--- src/hdl/i2cms_pkg.sv ---
// Types and constants for the I2C master bit sequencer.
package i2cms_pkg;

  typedef enum logic [2:0] {
    CMD_START = 3'd0,
    CMD_STOP  = 3'd1,
    CMD_WRITE = 3'd2,
    CMD_READ  = 3'd3,
    CMD_WAIT  = 3'd4,
    CMD_ACK   = 3'd5,
    CMD_NACK  = 3'd6,
    CMD_IDLE  = 3'd7
  } cmd_e;

  localparam int unsigned STEP_W      = 3;
  localparam int unsigned BIT_IDX_W   = 4;
  localparam int unsigned PHASE_W     = 16;
  localparam int unsigned TIMEOUT_W   = 8;
  localparam int unsigned CFG_IDX_W   = 1;

  localparam logic [BIT_IDX_W-1:0] BITS_PER_BYTE   = 4'd8;
  localparam logic [PHASE_W-1:0]   PHASE_TICKS_RST = 16'd1;
  localparam logic [TIMEOUT_W-1:0] ACK_TIMEOUT_RST = 8'd250;

  localparam logic [CFG_IDX_W-1:0] CFG_PHASE_TICKS = 1'b0;
  localparam logic [CFG_IDX_W-1:0] CFG_ACK_TIMEOUT = 1'b1;

  // Bus drive levels.
  typedef struct packed {
    logic scl;
    logic sda;
    logic dir;
  } bus_t;

  // One result item.
  typedef struct packed {
    logic       scl;
    logic       sda;
    logic       dir;
    logic       busy;
    logic       done;
    logic [7:0] rx;
    logic       fail;
  } res_t;

endpackage

--- src/hdl/i2cms_core.sv ---
// Sequencer state and single-tick next-state logic of the I2C master.
module i2cms_core (
  input  logic                                clk_i,
  input  logic                                rst_ni,
  input  logic                                tick_i,
  input  logic                                cmd_valid_i,
  input  logic [2:0]                          req_type_i,
  input  logic [7:0]                          tx_byte_i,
  input  logic                                ack_after_read_i,
  input  logic                                sda_in_i,
  input  logic [i2cms_pkg::PHASE_W-1:0]       phase_ticks_i,
  input  logic [i2cms_pkg::TIMEOUT_W-1:0]     ack_timeout_i,
  output i2cms_pkg::res_t                     res_o
);

  i2cms_pkg::cmd_e                          cmd_q, cmd_d;
  logic [i2cms_pkg::STEP_W-1:0]             step_q, step_d;
  logic [i2cms_pkg::BIT_IDX_W-1:0]          bit_idx_q, bit_idx_d;
  logic [7:0]                               shift_q, shift_d;
  logic [i2cms_pkg::PHASE_W-1:0]            cnt_q, cnt_d;
  logic [i2cms_pkg::TIMEOUT_W-1:0]          poll_q, poll_d;
  i2cms_pkg::bus_t                          bus_q, bus_d;
  logic                                     fail_q, fail_d;
  logic                                     ackc_q, ackc_d;
  logic [7:0]                               rx_q, rx_d;

  logic [i2cms_pkg::PHASE_W-1:0]            cnt_inc;
  logic [i2cms_pkg::PHASE_W-1:0]            phase_len;
  logic                                     phase_end;
  logic [i2cms_pkg::BIT_IDX_W-1:0]          bit_inc;
  logic                                     start;
  logic                                     done;
  logic                                     ev_enter;
  logic                                     ev_scl_low;
  logic                                     ev_shift_wr;
  logic                                     ev_shift_rd;
  logic                                     ev_poll_inc;
  logic                                     ev_ack_ok;
  logic                                     ev_ack_fail;
  logic                                     ev_rx;
  i2cms_pkg::bus_t                          bus_base;

  // Levels driven on entry to a step of a command.
  function automatic i2cms_pkg::bus_t enter_lvls(
    input i2cms_pkg::cmd_e              c,
    input logic [i2cms_pkg::STEP_W-1:0] s,
    input logic                         msb,
    input logic                         ackc,
    input i2cms_pkg::bus_t              b
  );
    i2cms_pkg::bus_t r;
    r = b;
    case (c)
      i2cms_pkg::CMD_START: begin
        if (s == '0) begin
          r.dir = 1'b1; r.sda = 1'b1; r.scl = 1'b1;
        end else begin
          r.sda = 1'b0;
        end
      end
      i2cms_pkg::CMD_STOP: begin
        if (s == '0) begin
          r.dir = 1'b1; r.scl = 1'b0; r.sda = 1'b0;
        end else begin
          r.scl = 1'b1; r.sda = 1'b1;
        end
      end
      i2cms_pkg::CMD_WRITE: begin
        if (s == 3'd0) begin
          r.dir = 1'b1; r.scl = 1'b0; r.sda = msb;
        end else if (s == 3'd1) begin
          r.scl = 1'b1;
        end else begin
          r.scl = 1'b0;
        end
      end
      i2cms_pkg::CMD_READ: begin
        if (s == 3'd0) begin
          r.scl = 1'b0; r.dir = 1'b0;
        end else if (s == 3'd2) begin
          r.scl = 1'b0; r.dir = 1'b1; r.sda = ~ackc;
        end else begin
          r.scl = 1'b1;
        end
      end
      i2cms_pkg::CMD_WAIT: begin
        if (s == 3'd0) begin
          r.dir = 1'b0; r.sda = 1'b1;
        end else if (s == 3'd1) begin
          r.scl = 1'b1;
        end else if (s == 3'd2) begin
          r.dir = 1'b1; r.scl = 1'b0; r.sda = 1'b0;
        end else begin
          r.scl = 1'b1; r.sda = 1'b1;
        end
      end
      i2cms_pkg::CMD_ACK, i2cms_pkg::CMD_NACK: begin
        if (s == '0) begin
          r.scl = 1'b0; r.dir = 1'b1; r.sda = (c == i2cms_pkg::CMD_NACK);
        end else begin
          r.scl = 1'b1;
        end
      end
      default: begin
        r = b;
      end
    endcase
    return r;
  endfunction

  assign cnt_inc   = cnt_q + 16'd1;
  assign phase_len = (phase_ticks_i == '0) ? 16'd1 : phase_ticks_i;
  assign phase_end = (cnt_inc >= phase_len);
  assign bit_inc   = bit_idx_q + 4'd1;

  // Next command and step, plus the events of this tick.
  always_comb begin
    cmd_d       = cmd_q;
    step_d      = step_q;
    start       = 1'b0;
    done        = 1'b0;
    ev_enter    = 1'b0;
    ev_scl_low  = 1'b0;
    ev_shift_wr = 1'b0;
    ev_shift_rd = 1'b0;
    ev_poll_inc = 1'b0;
    ev_ack_ok   = 1'b0;
    ev_ack_fail = 1'b0;
    ev_rx       = 1'b0;
    if (cmd_q == i2cms_pkg::CMD_IDLE) begin
      if (cmd_valid_i && (i2cms_pkg::cmd_e'(req_type_i) != i2cms_pkg::CMD_IDLE)) begin
        start    = 1'b1;
        cmd_d    = i2cms_pkg::cmd_e'(req_type_i);
        step_d   = '0;
        ev_enter = 1'b1;
      end
    end else if (phase_end) begin
      case (cmd_q)
        i2cms_pkg::CMD_START, i2cms_pkg::CMD_STOP,
        i2cms_pkg::CMD_ACK, i2cms_pkg::CMD_NACK: begin
          if (step_q == '0) begin
            step_d   = 3'd1;
            ev_enter = 1'b1;
          end else begin
            done       = 1'b1;
            ev_scl_low = (cmd_q inside {i2cms_pkg::CMD_START, i2cms_pkg::CMD_ACK,
                                        i2cms_pkg::CMD_NACK});
          end
        end
        i2cms_pkg::CMD_WRITE: begin
          if (step_q < 3'd2) begin
            step_d   = step_q + 3'd1;
            ev_enter = 1'b1;
          end else begin
            ev_shift_wr = 1'b1;
            if (bit_inc >= i2cms_pkg::BITS_PER_BYTE) begin
              done = 1'b1;
            end else begin
              step_d   = '0;
              ev_enter = 1'b1;
            end
          end
        end
        i2cms_pkg::CMD_READ: begin
          case (step_q)
            3'd0, 3'd2: begin
              step_d   = step_q + 3'd1;
              ev_enter = 1'b1;
            end
            3'd1: begin
              ev_shift_rd = 1'b1;
              step_d      = (bit_inc >= i2cms_pkg::BITS_PER_BYTE) ? 3'd2 : 3'd0;
              ev_enter    = 1'b1;
            end
            3'd3: begin
              ev_rx      = 1'b1;
              ev_scl_low = 1'b1;
              done       = 1'b1;
            end
            default: begin
              done = 1'b1;
            end
          endcase
        end
        i2cms_pkg::CMD_WAIT: begin
          case (step_q)
            3'd0, 3'd2: begin
              step_d   = step_q + 3'd1;
              ev_enter = 1'b1;
            end
            3'd1: begin
              if (!sda_in_i) begin
                ev_scl_low = 1'b1;
                ev_ack_ok  = 1'b1;
                done       = 1'b1;
              end else if (poll_q >= ack_timeout_i) begin
                // out of polls: go on to the stop
                step_d   = 3'd2;
                ev_enter = 1'b1;
              end else begin
                ev_poll_inc = 1'b1;
              end
            end
            3'd3: begin
              ev_ack_fail = 1'b1;
              done        = 1'b1;
            end
            default: begin
              done = 1'b1;
            end
          endcase
        end
        default: begin
          done = 1'b1;
        end
      endcase
    end
    if (done) begin
      cmd_d  = i2cms_pkg::CMD_IDLE;
      step_d = '0;
    end
  end

  // Datapath and bus levels.
  always_comb begin
    bit_idx_d = bit_idx_q;
    shift_d   = shift_q;
    poll_d    = poll_q;
    fail_d    = fail_q;
    ackc_d    = ackc_q;
    rx_d      = rx_q;
    if (cmd_q == i2cms_pkg::CMD_IDLE) begin
      cnt_d = start ? '0 : cnt_q;
    end else begin
      cnt_d = phase_end ? '0 : cnt_inc;
    end
    if (start) begin
      bit_idx_d = '0;
      poll_d    = '0;
      if (cmd_d == i2cms_pkg::CMD_WRITE) begin
        shift_d = tx_byte_i;
      end
      if (cmd_d == i2cms_pkg::CMD_READ) begin
        shift_d = '0;
        ackc_d  = ack_after_read_i;
      end
      if (cmd_d == i2cms_pkg::CMD_WAIT) begin
        fail_d = 1'b0;
      end
    end
    if (ev_shift_wr) begin
      shift_d   = {shift_q[6:0], 1'b0};
      bit_idx_d = bit_inc;
    end
    if (ev_shift_rd) begin
      shift_d   = {shift_q[6:0], sda_in_i};
      bit_idx_d = bit_inc;
    end
    if (ev_poll_inc) begin
      poll_d = poll_q + 8'd1;
    end
    if (ev_ack_ok) begin
      fail_d = 1'b0;
    end
    if (ev_ack_fail) begin
      fail_d = 1'b1;
    end
    if (ev_rx) begin
      rx_d = shift_q;
    end
    bus_base = bus_q;
    if (ev_scl_low) begin
      bus_base.scl = 1'b0;
    end
    bus_d = ev_enter ? enter_lvls(cmd_d, step_d, shift_d[7], ackc_d, bus_base) : bus_base;
  end

  always_ff @(posedge clk_i or negedge rst_ni) begin
    if (!rst_ni) begin
      cmd_q     <= i2cms_pkg::CMD_IDLE;
      step_q    <= '0;
      bit_idx_q <= '0;
      shift_q   <= '0;
      cnt_q     <= '0;
      poll_q    <= '0;
      bus_q     <= '{scl: 1'b1, sda: 1'b1, dir: 1'b1};
      fail_q    <= 1'b0;
      ackc_q    <= 1'b0;
      rx_q      <= '0;
    end else if (tick_i) begin
      cmd_q     <= cmd_d;
      step_q    <= step_d;
      bit_idx_q <= bit_idx_d;
      shift_q   <= shift_d;
      cnt_q     <= cnt_d;
      poll_q    <= poll_d;
      bus_q     <= bus_d;
      fail_q    <= fail_d;
      ackc_q    <= ackc_d;
      rx_q      <= rx_d;
    end
  end

  assign res_o.scl  = bus_d.scl;
  assign res_o.sda  = bus_d.sda;
  assign res_o.dir  = bus_d.dir;
  assign res_o.busy = (cmd_d != i2cms_pkg::CMD_IDLE);
  assign res_o.done = done;
  assign res_o.rx   = rx_d;
  assign res_o.fail = fail_d;

endmodule

--- src/hdl/i2c_master_bit_sequencer.sv ---
// I2C master bit sequencer top level: configuration registers, sequencer and output buffer.
// Each input item is one bus tick carrying the sampled SDA level and, while idle, an optional
// command (start, stop, write byte, read byte with ACK/NACK, wait for ACK, send ACK/NACK).
// Every accepted item yields exactly one result item with the SCL/SDA drive levels after that
// tick, busy/done flags, the last read byte and the ACK failure flag. One item is taken per
// clock cycle unless in_stall_o is high; its result is registered in the output buffer. The
// rate is set by the single-pass next-state logic of the sequencer, which updates its state on
// every accepted tick. A two-entry output buffer keeps the input side running for one more
// item while a result waits on out_stall_i. phase_ticks sets the ticks per half phase of SCL
// (0 acts as 1); ack_timeout sets how many high polls a wait for ACK allows before it sends a
// stop and fails. Write configuration only while no command is in progress.
module i2c_master_bit_sequencer (
  input  logic                                  clk_i,
  input  logic                                  rst_ni,
  // input items
  input  logic                                  in_valid_i,
  output logic                                  in_stall_o,
  input  logic                                  cmd_valid_i,
  input  logic [2:0]                            req_type_i,
  input  logic [7:0]                            tx_byte_i,
  input  logic                                  ack_after_read_i,
  input  logic                                  sda_in_i,
  // result items
  output logic                                  out_valid_o,
  input  logic                                  out_stall_i,
  output logic                                  scl_level_o,
  output logic                                  sda_level_o,
  output logic                                  sda_driving_o,
  output logic                                  busy_res_o,
  output logic                                  done_res_o,
  output logic [7:0]                            rx_byte_o,
  output logic                                  ack_failed_o,
  // configuration writes
  input  logic                                  cfg_valid_i,
  output logic                                  cfg_ready_o,
  input  logic [i2cms_pkg::CFG_IDX_W-1:0]       cfg_index_i,
  input  logic [i2cms_pkg::PHASE_W-1:0]         cfg_data_i
);

  logic [i2cms_pkg::PHASE_W-1:0]   phase_ticks_q;
  logic [i2cms_pkg::TIMEOUT_W-1:0] ack_timeout_q;

  logic            accept;
  logic            out_take;
  i2cms_pkg::res_t res;
  i2cms_pkg::res_t out_q, out_d;
  i2cms_pkg::res_t skid_q, skid_d;
  logic            out_vld_q, out_vld_d;
  logic            skid_vld_q, skid_vld_d;

  assign cfg_ready_o = 1'b1;

  always_ff @(posedge clk_i or negedge rst_ni) begin
    if (!rst_ni) begin
      phase_ticks_q <= i2cms_pkg::PHASE_TICKS_RST;
      ack_timeout_q <= i2cms_pkg::ACK_TIMEOUT_RST;
    end else if (cfg_valid_i && cfg_ready_o) begin
      case (cfg_index_i)
        i2cms_pkg::CFG_PHASE_TICKS: phase_ticks_q <= cfg_data_i;
        i2cms_pkg::CFG_ACK_TIMEOUT: ack_timeout_q <= cfg_data_i[i2cms_pkg::TIMEOUT_W-1:0];
        default: ;
      endcase
    end
  end

  assign in_stall_o = skid_vld_q;
  assign accept     = in_valid_i && !in_stall_o;
  assign out_take   = out_vld_q && !out_stall_i;

  i2cms_core u_core (
    .clk_i           (clk_i),
    .rst_ni          (rst_ni),
    .tick_i          (accept),
    .cmd_valid_i     (cmd_valid_i),
    .req_type_i      (req_type_i),
    .tx_byte_i       (tx_byte_i),
    .ack_after_read_i(ack_after_read_i),
    .sda_in_i        (sda_in_i),
    .phase_ticks_i   (phase_ticks_q),
    .ack_timeout_i   (ack_timeout_q),
    .res_o           (res)
  );

  // Output register with one skid entry behind it.
  always_comb begin
    out_d      = out_q;
    out_vld_d  = out_vld_q;
    skid_d     = skid_q;
    skid_vld_d = skid_vld_q;
    if (!out_vld_q || out_take) begin
      if (skid_vld_q) begin
        out_d      = skid_q;
        out_vld_d  = 1'b1;
        skid_vld_d = 1'b0;
      end else begin
        out_d     = res;
        out_vld_d = accept;
      end
    end else if (accept) begin
      // hold the new item until the output frees up
      skid_d     = res;
      skid_vld_d = 1'b1;
    end
  end

  always_ff @(posedge clk_i or negedge rst_ni) begin
    if (!rst_ni) begin
      out_vld_q  <= 1'b0;
      skid_vld_q <= 1'b0;
    end else begin
      out_vld_q  <= out_vld_d;
      skid_vld_q <= skid_vld_d;
    end
  end

  always_ff @(posedge clk_i) begin
    out_q  <= out_d;
    skid_q <= skid_d;
  end

  assign out_valid_o   = out_vld_q;
  assign scl_level_o   = out_q.scl;
  assign sda_level_o   = out_q.sda;
  assign sda_driving_o = out_q.dir;
  assign busy_res_o    = out_q.busy;
  assign done_res_o    = out_q.done;
  assign rx_byte_o     = out_q.rx;
  assign ack_failed_o  = out_q.fail;

endmodule

--- config.mk ---
export PLATFORM = sky130hd
export DESIGN_NAME = i2c_master_bit_sequencer
export DESIGN_NICKNAME = d
export VERILOG_FILES = /design/src/hdl/i2cms_pkg.sv /design/src/hdl/i2cms_core.sv /design/src/hdl/i2c_master_bit_sequencer.sv
export SDC_FILE = /design/constraint.sdc
export NUM_CORES = 1
export LEC_CHECK = 0
export ABC_AREA = 1
export ABC_CLOCK_PERIOD_IN_PS = 10300
export BUFFER_PORTS_ARGS = -buffer_cell sky130_fd_sc_hd__buf_2
export CAP_MARGIN = 5
export CORE_MARGIN = 5
export CORE_UTILIZATION = 65
export DETAILED_ROUTE_END_ITERATION = 6
export GPL_TIMING_DRIVEN = 0
export PLACE_DENSITY = 0.88
export SLEW_MARGIN = 15
export SYNTH_ARGS = -nofsm -noshare
export SYNTH_HDL_FRONTEND = slang
export SYNTH_SLANG_ARGS = --single-unit
--- constraint.sdc ---
create_clock -name clk_i -period 10.3 [get_ports clk_i]
set_input_delay 0.515 -clock clk_i [delete_from_list [all_inputs] [get_ports clk_i]]
set_output_delay 0.515 -clock clk_i [all_outputs]
set_load 0.05 [all_outputs]
==> results.json <==
{
  "status": "finished clean",
  "synth_xor_area_share_pct": 2.19,
  "synth_seq_area_share_pct": 45.1,
  "grt_pass1_wl_um": 24100,
  "startpoint_type": "register",
  "crit_path_frequent_cell": "nand3_1",
  "synthAdderAreaFrac_pct": 6.26,
  "min_period_over_period_pct": 46.2,
  "cts_setup_buffers": 0,
  "worst-path-max-fanout": 10,
  "via_per_inst": 5.35,
  "p_sw_share_pct": 40.7,
  "slew_violations": 0,
  "insertion_delay_ns": 0.37,
  "hp-class": "input pin to async pin",
  "drt-total-wl_um": 14000,
  "htreeDepth": 3,
  "hold_buffers": 0,
  "portBuffers": 51,
  "synthArstFlopShare_pct": 74.3,
  "grt.total_usage_pct": 25.2,
  "power_frac_clock_pct": 19.2,
  "period_minus_slack_ns": 4.76,
  "dieArea_sq_mm": 0.0119,
  "dr.first_iter.drc_count": 391,
  "vias": 5452,
  "intPower_uw": 795,
  "layout_commonest_cell": "nand2_1",
  "dp_hpwl_um": 10900,
  "crit_slowest_cell": "dfrtp_1",
  "coreArea_sq_mm": 0.00968,
  "switchingPower_uw": 546,
  "antenna_found_initial": 0,
  "synth_compound_area_share_pct": 13.6,
  "worstReg2RegStart": "u_core.cnt_q[2]",
  "syn_area_per_cell_sq_um": 7.81,
  "initial_core_util_pct": 66.0,
  "clock_skew_ns": 0.0186,
  "firstDrtPassIters": 4,
  "grt_max_degree": 44,
  "cp.arrival_ns": 4.91,
  "maxCapViolCount": 0,
  "finalSetupTns_ns": 0,
  "finalNetCount": 950,
  "critical_path.max_stage_delay_ns": 0.41,
  "cts_root_buf": "clkbuf_8",
  "grt_pass1_vias": 5172,
  "critPathKind": "register to register",
  "endpoint_kind": "register",
  "wl_per_cell_um": 13.7,
  "syn_area_sq_mm": 0.00640,
  "drc_errors": 0,
  "rows": 36,
  "r2r_end": "sda_level_o",
  "cts_buffers": 9,
  "finish.utilization_pct": 72.6,
  "ys_warn_count": 0,
  "peakVddDrop_uv": 131,
  "max-slew-margin-rel_pct": 26.8,
  "cts_tree": "yes",
  "synth.ff_latch_count": 109,
  "ant_nets": 0,
  "synth_simple_gate_area_share_pct": 22.4,
  "muxShareOfSynthArea_pct": 0,
  "p_per_area_mw_per_mm2": 190,
  "gr-total-overflow": 0,
  "cp.required_ns": 10.45,
  "fillCellCount": 750,
  "drive_gt1_share_pct": 13.0,
  "r2r_setup_slack_ns": 5.54,
  "num_antenna_cells": 0,
  "fmaxAchievable_ghz": 0.210,
  "hold_viol": 0,
  "synth_top_family_by_area": "simple AND/OR/NAND/NOR gates",
  "seqPwrFrac_pct": 42.1,
  "gp_congestion": 0.929,
  "final_cell_mix": "nand2_1, inv_1, o21ai_0, dfrtp_1, buf_2",
  "worstRegToRegCells": 28,
  "clock-sinks": 109,
  "synth-main-ff-cell": "dfrtp_1",
  "synthesis.nets": 887,
  "rsz0062_at_grt": "no",
  "finalSetupViolCount": 0,
  "layout-area-overhead-vs-synth_pct": 10.0,
  "die_y_um": 109,
  "io_pins": 53,
  "synth_enable_flop_cells": 28,
  "p_comb_share_pct": 38.7,
  "cts-resized-gates": 0,
  "syn_inst": 819,
  "die_x_um": 109,
  "ys_types": 51,
  "cts.path.max_buffers": 2,
  "worst_pin_slew_ns": 1.09,
  "clkTransAtPathRegs_ns": 0.11,
  "leakagePower_nw": 3.68
}
synth_stat cells (2+ instances only):
library cell	instances	area share [%]
nand4_1	7	0.68
nand3_1	31	2.4
nor3_1	5	0.39
nor2_4	2	0.35
clkbuf_1	13	0.76
o31ai_1	3	0.35
xor2_1	14	1.9
dfstp_2	13	5.3
inv_2	9	0.53
xnor2_1	2	0.27
ha_1	32	6.3
buf_2	2	0.16
a21oi_1	23	1.8
nand3_2	2	0.31
o21a_1	3	0.35
edfxtp_1	28	13
o21ai_1	7	0.55
o21ai_0	90	7.0
nand3b_1	2	0.23
nor2_2	3	0.29
o211ai_1	2	0.23
nand2_2	5	0.49
nand2_1	214	13
o21ai_2	3	0.41
inv_4	2	0.20
nor2_1	46	2.7
dfrtp_1	68	27
o22ai_1	14	1.4
nor4_1	6	0.59
inv_1	146	8.6
a31oi_1	2	0.20
per-stage QoR:
stage	instance area (sq um)	hold slack (ns)	power (mW)	setup WS [ns]	std cells
3_3_place_gp	6820	0.455	1.07	5.77	1003
5_1_grt	7040	0.155	1.44	4.95	1020
3_5_place_dp	6840	0.461	1.08	5.59	1004
4_1_cts	7040	0.147	1.34	5.57	1020
2_1_floorplan	6400	0.219	0.963	6.45	819
6_report	7040	0.129	1.34	5.54	1020
layer usage:
metal	up-vias	routed length [um]	track usage, %	share of wire [%]
li1	2758	-	-	-
met1	2501	6440	35.7	46
met2	171	6550	41.2	47
met3	22	782	3.26	5.6
met4	0	223	6.86	1.6
met5	-	0	0	0
worst max-delay path by stage:
stage	slack (ns)	start	endpoint
2_1_floorplan	6.45	u_core.cnt_q[0]	skid_q[13]
3_3_place_gp	5.77	u_core.cnt_q[0]	sda_level_o
6_report	5.54	u_core.cnt_q[2]	sda_level_o
5_1_grt	4.95	u_core.cnt_q[2]	sda_level_o
3_5_place_dp	5.59	u_core.cnt_q[0]	sda_level_o
4_1_cts	5.57	u_core.cnt_q[0]	sda_level_o
worst max-delay path: cells and delay by family, from the launching register on:
family	cells	cell delay (ns)
compound gates	1	0.07
xor+xnor	1	0.16
fa+ha+maj	1	0.33
buf+inv	5	0.63
flops	1	0.41
simple gates	20	2.96
power by group through the flow:
stage                     combinational (mW)  clock, mW  sequential [mW]
final                                  0.518      0.258            0.564
after global routing                   0.595      0.277            0.573
after CTS                              0.516      0.257            0.563
after detailed placement               0.514          0            0.571
after global placement                 0.501          0            0.569
after floorplan                        0.374          0            0.589
flip-flops by register name (all words and copies together) (netlist names), 2 cells and up:
register          flops
ack_timeout_q         8
u_core.shift_q        8
u_core.rx_q           8
u_core.bus_base       2
phase_ticks_q        16
skid_q               14
u_core.step_q         3
u_core.cmd_q          3
u_core.poll_q         8
u_core.bit_idx_q      4
u_core.cnt_q         16
rx_byte_o             8
logic make-up (layout without fill, tap and decap cells):
kind of cell,after synthesis,count (layout)
other,1,1
buffers and inverters,174,242
xor gates and xnor gates,16,16
DFF,109,109
and+or+nand+nor,331,331
adders and majority gates,32,32
AOI/OAI and AO/OA,156,156
final cells by class:
cell class              instances  area [sq um]  area share, %
multi-input cells             536          2850           40.5
clock inverters                 5          42.5          0.605
clock buffers                  11           153           2.17
inverters                     157           594           8.45
flip-flops and latches        109          2880           41.0
plain buffers                  17          70.1          0.996
repair buffers                 52           278           3.95
well taps                     133           166           2.37
Note: power is estimated with default switching activity, not from simulation.
